[src/hdl/vsc_pkg.sv]
`timescale 1ns / 1ps

package vsc_pkg;

    // Fixed widths of the transaction fields.
    localparam int COORD_W   = 7;
    localparam int ID_W      = 8;
    localparam int CNT_OUT_W = 16;

    // Operations of the shared arithmetic unit.
    typedef enum logic [1:0] {
        OP_MAC = 2'd0,
        OP_DEC = 2'd1,
        OP_INC = 2'd2
    } t_alu_op;

    // Sequencer states, one-hot.
    typedef enum logic [8:0] {
        ST_CLEAR = 9'b0_0000_0001,
        ST_IDLE  = 9'b0_0000_0010,
        ST_IDX0  = 9'b0_0000_0100,
        ST_IDX1  = 9'b0_0000_1000,
        ST_CHECK = 9'b0_0001_0000,
        ST_RDV   = 9'b0_0010_0000,
        ST_DEC   = 9'b0_0100_0000,
        ST_INC   = 9'b0_1000_0000,
        ST_PUSH  = 9'b1_0000_0000
    } t_state;

endpackage

[src/hdl/vsc_alu.sv]
`timescale 1ns / 1ps

module vsc_alu import vsc_pkg::*; #(
    parameter int W     = 21,
    parameter int DIM   = 32,
    parameter int CELLS = 32768
) (
    input  t_alu_op               i_op,
    input  logic signed [W-1:0]   i_a,
    input  logic signed [W-1:0]   i_b,
    output logic signed [W-1:0]   o_res
);

    localparam logic signed [W-1:0] K_DIM   = W'(DIM);
    localparam logic signed [W-1:0] K_CELLS = W'(CELLS);

    logic signed [W-1:0] prod;

    // Multiply by a constant only; the index is built by Horner's rule over two passes.
    assign prod = i_a * K_DIM;

    always_comb begin
        unique case (i_op)
            OP_MAC: begin
                o_res = prod + i_b;
            end
            OP_DEC: begin
                o_res = (i_a == '0) ? i_a : i_a - W'(1);
            end
            OP_INC: begin
                o_res = (i_a >= K_CELLS) ? i_a : i_a + W'(1);
            end
            default: begin
                o_res = i_a;
            end
        endcase
    end

endmodule

[config.mk]
export PLATFORM = sky130hd
export DESIGN_NAME = vsc_alu
export DESIGN_NICKNAME = d
export VERILOG_FILES = /design/src/hdl/vsc_pkg.sv /design/src/hdl/vsc_alu.sv
export SDC_FILE = /design/constraint.sdc
export NUM_CORES = 1
export LEC_CHECK = 0
export ABC_CLOCK_PERIOD_IN_PS = 8500
export BUFFER_PORTS_ARGS = -buffer_cell sky130_fd_sc_hd__buf_4
export CAP_MARGIN = 5
export CORE_MARGIN = 1
export CORE_UTILIZATION = 25
export DETAILED_ROUTE_END_ITERATION = 7
export GPL_TIMING_DRIVEN = 0
export PLACE_DENSITY = 0.53
export SLEW_MARGIN = 20
export SYNTH_ARGS = -nofsm -noshare
export SYNTH_HDL_FRONTEND = slang
export SYNTH_SLANG_ARGS = --single-unit
[constraint.sdc]
create_clock -name vclk -period 8.5
set_clock_uncertainty 0.2 [all_clocks]
set_input_delay 1.7 -clock vclk [all_inputs]
set_output_delay 1.7 -clock vclk [all_outputs]
set_load 0.1 [all_outputs]
== Word-level counts from Yosys, hierarchy flattened ==
Index checks and enable logic that the tools add are counted.

* Bits in registers: 0
* Bits of input ports: 44
* Output and inout port bits: 21
* Logic and storage cells: 11

* $add $sub $neg: 3
* Order comparisons: 1
* Equal/unequal tests: 2
* Multiplexer cells: 3
* Reduce and logical (&&, ||, !) cells: 2

{| class="wikitable"
|+ Operators by type and width
! kind !! count
|-
| one-hot mux 21 bit (3 select lines) || 1
|-
| two-way mux 21 bit || 2
|-
| adder 21 x 2 -> 21 bit (second input constant) || 1
|-
| adder 21 bit || 1
|-
| greater-or-equal comparator 21 x 17 -> 1 bit (second input constant) || 1
|-
| zero test 21 bit || 1
|-
| subtractor 21 x 2 -> 21 bit (second input constant) || 1
|-
| equality test 2 x 1 -> 1 bit (second input constant) || 1
|-
| equality test 2 bit (second input constant) || 1
|-
| zero test 2 bit || 1
|}

== Depth between registers and ports, before layout ==
* Depth in word-level cells: 3
* Mapped depth: 9
* Mapped depth without buffers: 8

== Worst setup path before layout ==
No wires, ideal clock.

* Path type: input to output
* Start: input port i_a[18]
* End: output port o_res[0]
* Data arrival time: 5804 ps
* Required time: 6600 ps
* Setup slack: 796 ps
* Stages on the path: 3
* Path buffers: 0
* Path through: nor4_2 -> a21oi_1 -> o311ai_0

* Word-level cells in the longest chain between the ends: 3
* Elaborated cells between the ends (all ways): 5
* Classes of those cells: order compare: 1; mux: 3; reduce/logical: 1

{| class="wikitable"
|+ RTL lines
! element !! line !! text
|-
| start: declaration || vsc_alu.sv:9 || <nowiki>input logic signed [W-1:0] i_a,</nowiki>
|-
| greater-or-equal comparator 21 x 17 -> 1 bit or zero test 21 bit (tied branches) || vsc_alu.sv:31, vsc_alu.sv:28 ||
|-
| two-way mux 21 bit (on tied branches) || vsc_alu.sv:31, vsc_alu.sv:28 ||
|-
| one-hot mux 21 bit (3 select lines) (*) || vsc_alu.sv:23 || <nowiki>unique case (i_op)</nowiki>
|-
| end: declaration || vsc_alu.sv:11 || <nowiki>output logic signed [W-1:0] o_res</nowiki>
|}

Every way passes the cells marked *; elsewhere a longest branch is shown, timed or not.

== Worst setup path after layout ==
* Start: input port i_a[0]
* End: output port o_res[13]

* Word-level cells in the longest chain between the ends: 3
* Elaborated cells between the ends (all ways): 8
* Classes of those cells: add/sub: 3; order compare: 1; mux: 3; reduce/logical: 1

{| class="wikitable"
|+ RTL lines
! element !! line !! text
|-
| adder 21 x 2 -> 21 bit (tied with other cells) || vsc_alu.sv:31 || <nowiki>o_res = (i_a >= K_CELLS) ? i_a : i_a + W'(1);</nowiki>
|-
| two-way mux 21 bit (on tied branches) || vsc_alu.sv:31, vsc_alu.sv:28 ||
|-
| one-hot mux 21 bit (3 select lines) (*) || vsc_alu.sv:23 ||
|}

Marks and branches as above.

==> results.cfg <==
[detailed_routing]
drc = 0
drt_iter0_markers = 260
ant_nets = 0
dr.pass1.iters = 5
drt-vias-per-instance = 5.72
vias = 2769
drt_wl_total_mm = 8.20
post_drt_wl_per_cell_microns = 16.9

[setup_path]
critPathBufInv = 4
crit_required_ns = 6.60
path_cells = buf_4 -> clkbuf_1 -> inv_1 -> ha_1 -> nor3b_1 -> nand4_1 -> nor2_1 -> nor4_1 -> mux2i_1 -> a221oi_1 -> buf_4
cp-startpoint = i_a[0]
critPathArrivalTime_ns = 4.54
crit_path_frequent_cell = buf_4
cp_top_family = simple AND/OR/NAND/NOR gates
worstSetupEndpointType = primary output
endpoint = o_res[13]
slowest_stage = nor2_1
worst-setup-path-type = in -> out
startpoint_type = primary input
path_depth = 11
critPathMaxStageDelay_ns = 0.52
crit_fanout = 9

[sta]
timing.fmax_mhz = 155
final_hold_viol_count = 0
min_period_ns = 6.44
setup_viol = 0
setup_ws_ns = 2.06
fin_tns_setup_ns = 0
worst_pin_slew_ns = 0.765
slew_headroom_pct = 48.8
period_share_pct = 75.8
rsz0062_at_grt = false
finalMaxSlewViolations = 0

[power_and_ir_drop]
pwr_density_cell_mw_per_mm2 = 86.9
power_leakage_nw = 1.04
ir_drop_v = 0.0000686

[global_route]
grt_pass1_vias = 2492
grt_pass1_wl_mm = 13.1
grt_max_degree = 11
grt_antenna_before_repair = 0
overflow = 0
grtUsageTotal_pct = 18.6

[floorplan]
coreArea_sq_mm = 0.00785
dieWidth_microns = 92.9
start_util_pct = 26.3
die_height_microns = 92.9
boundaryPins = 65
dieArea_sq_mm = 0.00864
row_count = 32

[cells_and_area]
nets = 446
drive_gt1_share_pct = 20.9
diodes = 0
syn_to_final_growth_pct = 29.1
mostFrequentLayoutCells = buf_4 (63), nand2_1 (34), nor2_1 (26)
final-seq-area_sq_um = 0
clock_buffer_count = 0
n_sequential_cell = 0
final_common_cell = buf_4

[logic_synthesis]
syn_area_per_cell_sq_um = 6.48
synth_top_area_share_pct = 10.3
yosysTopAreaCell = ha_1
synth.area.top_cells = ha_1 (10%), nand2_1 (6.2%), xnor2_1 (5.5%), a21oi_1 (5.1%), nor2_1 (4.7%)
syn_inst = 319
syn_area_sq_mm = 0.00207
yosysSeqAreaShare_pct = 0
ys_types = 70
syn-num-nets = 381
yosysWarningCount = 0

[outcome]
status = complete, no violations

[clocking]
ctsResizeCount = 0
postCtsSetupRepairBufs = 0
cts-hold-fix-buffers = 0

[placed_design]
hpwl_mm = 6.55
dpl_worst_slack_ns = 2.11
port_buffers = 63
finalWeightedCongestion = 0.862

[worst_hold_path]
min_path_type = in -> out

[run]
maxCapViolCount = 0
tightest hold or removal path: stages:
cell      delay (ns)
buf_4           0.12
a221oi_1        0.09
buf_4           0.24
synthesized netlist by cell type (3+ instances only):
cell type,n
inv_1,13
xnor2_1,13
ha_1,17
nand3_1,11
clkbuf_1,15
o21ai_0,16
nor2_1,26
o21a_1,5
nand4_1,7
a211oi_1,8
and3_1,3
o22ai_1,6
a31oi_1,4
a21o_1,5
a221oi_1,3
or3_1,4
nor4_1,8
nand2_1,34
o211ai_1,8
o2bb2ai_1,3
nor3_1,18
a21oi_1,21
mux2i_1,5
xor2_1,8
metal layers:
metal / global-route usage, % / up-vias / wire length [microns]
met2: 29.2 / 131 / 3610
met4: 2.44 / 0 / 95
met1: 28.3 / 1267 / 3910
met5: 0 / - / 0
met3: 0.739 / 8 / 582
li1: - / 1363 / -
worst min-delay path by stage:
stage,startpoint,end,slack [ns],depth (start not counted)
finish,i_a[9],o_res[9],3.65,3
global placement,i_a[9],o_res[9],3.65,3
floorplan,i_a[9],o_res[9],3.67,2
global route,i_a[9],o_res[9],3.67,3
detailed placement,i_a[9],o_res[9],3.65,3
CTS,i_a[9],o_res[9],3.65,3
cells by family after synthesis:
group,after synthesis,share of synthesized area (%)
AND/OR/NAND/NOR,134,34.2
AO/OA/AOI/OAI,107,35.8
buffers and inverters,32,6.29
XOR/XNOR,21,8.90
adder cells (fa/ha/maj),18,11.3
multiplexers,7,3.51
final cells by class:
type / count / area [sq um]
fill: 918 / 5180
multi-input combinational: 287 / 1940
timing repair buffer: 63 / 473
tap: 102 / 128
buffer: 18 / 77.6
inverter: 14 / 52.6
per-stage QoR:
stage	util [%]	std cells	area [sq um]	hold WS, ns	power [W]
after global routing	34.0	484	2670	3.67	0.000247
after global placement	34.0	484	2670	3.65	0.000230
after floorplan	-	319	2070	3.67	0.000167
final	34.0	484	2670	3.65	0.000232
after detailed placement	34.0	484	2670	3.65	0.000231
after CTS	34.0	484	2670	3.65	0.000231
report_power, final:
part | switching, W | internal (W) | total, W
Combinational | 0.000162 | 0.0000693 | 0.000232
Clock | 0 | 0 | 0
Sequential | 0 | 0 | 0
No activity file was read; power rests on OpenSTA's default activity.
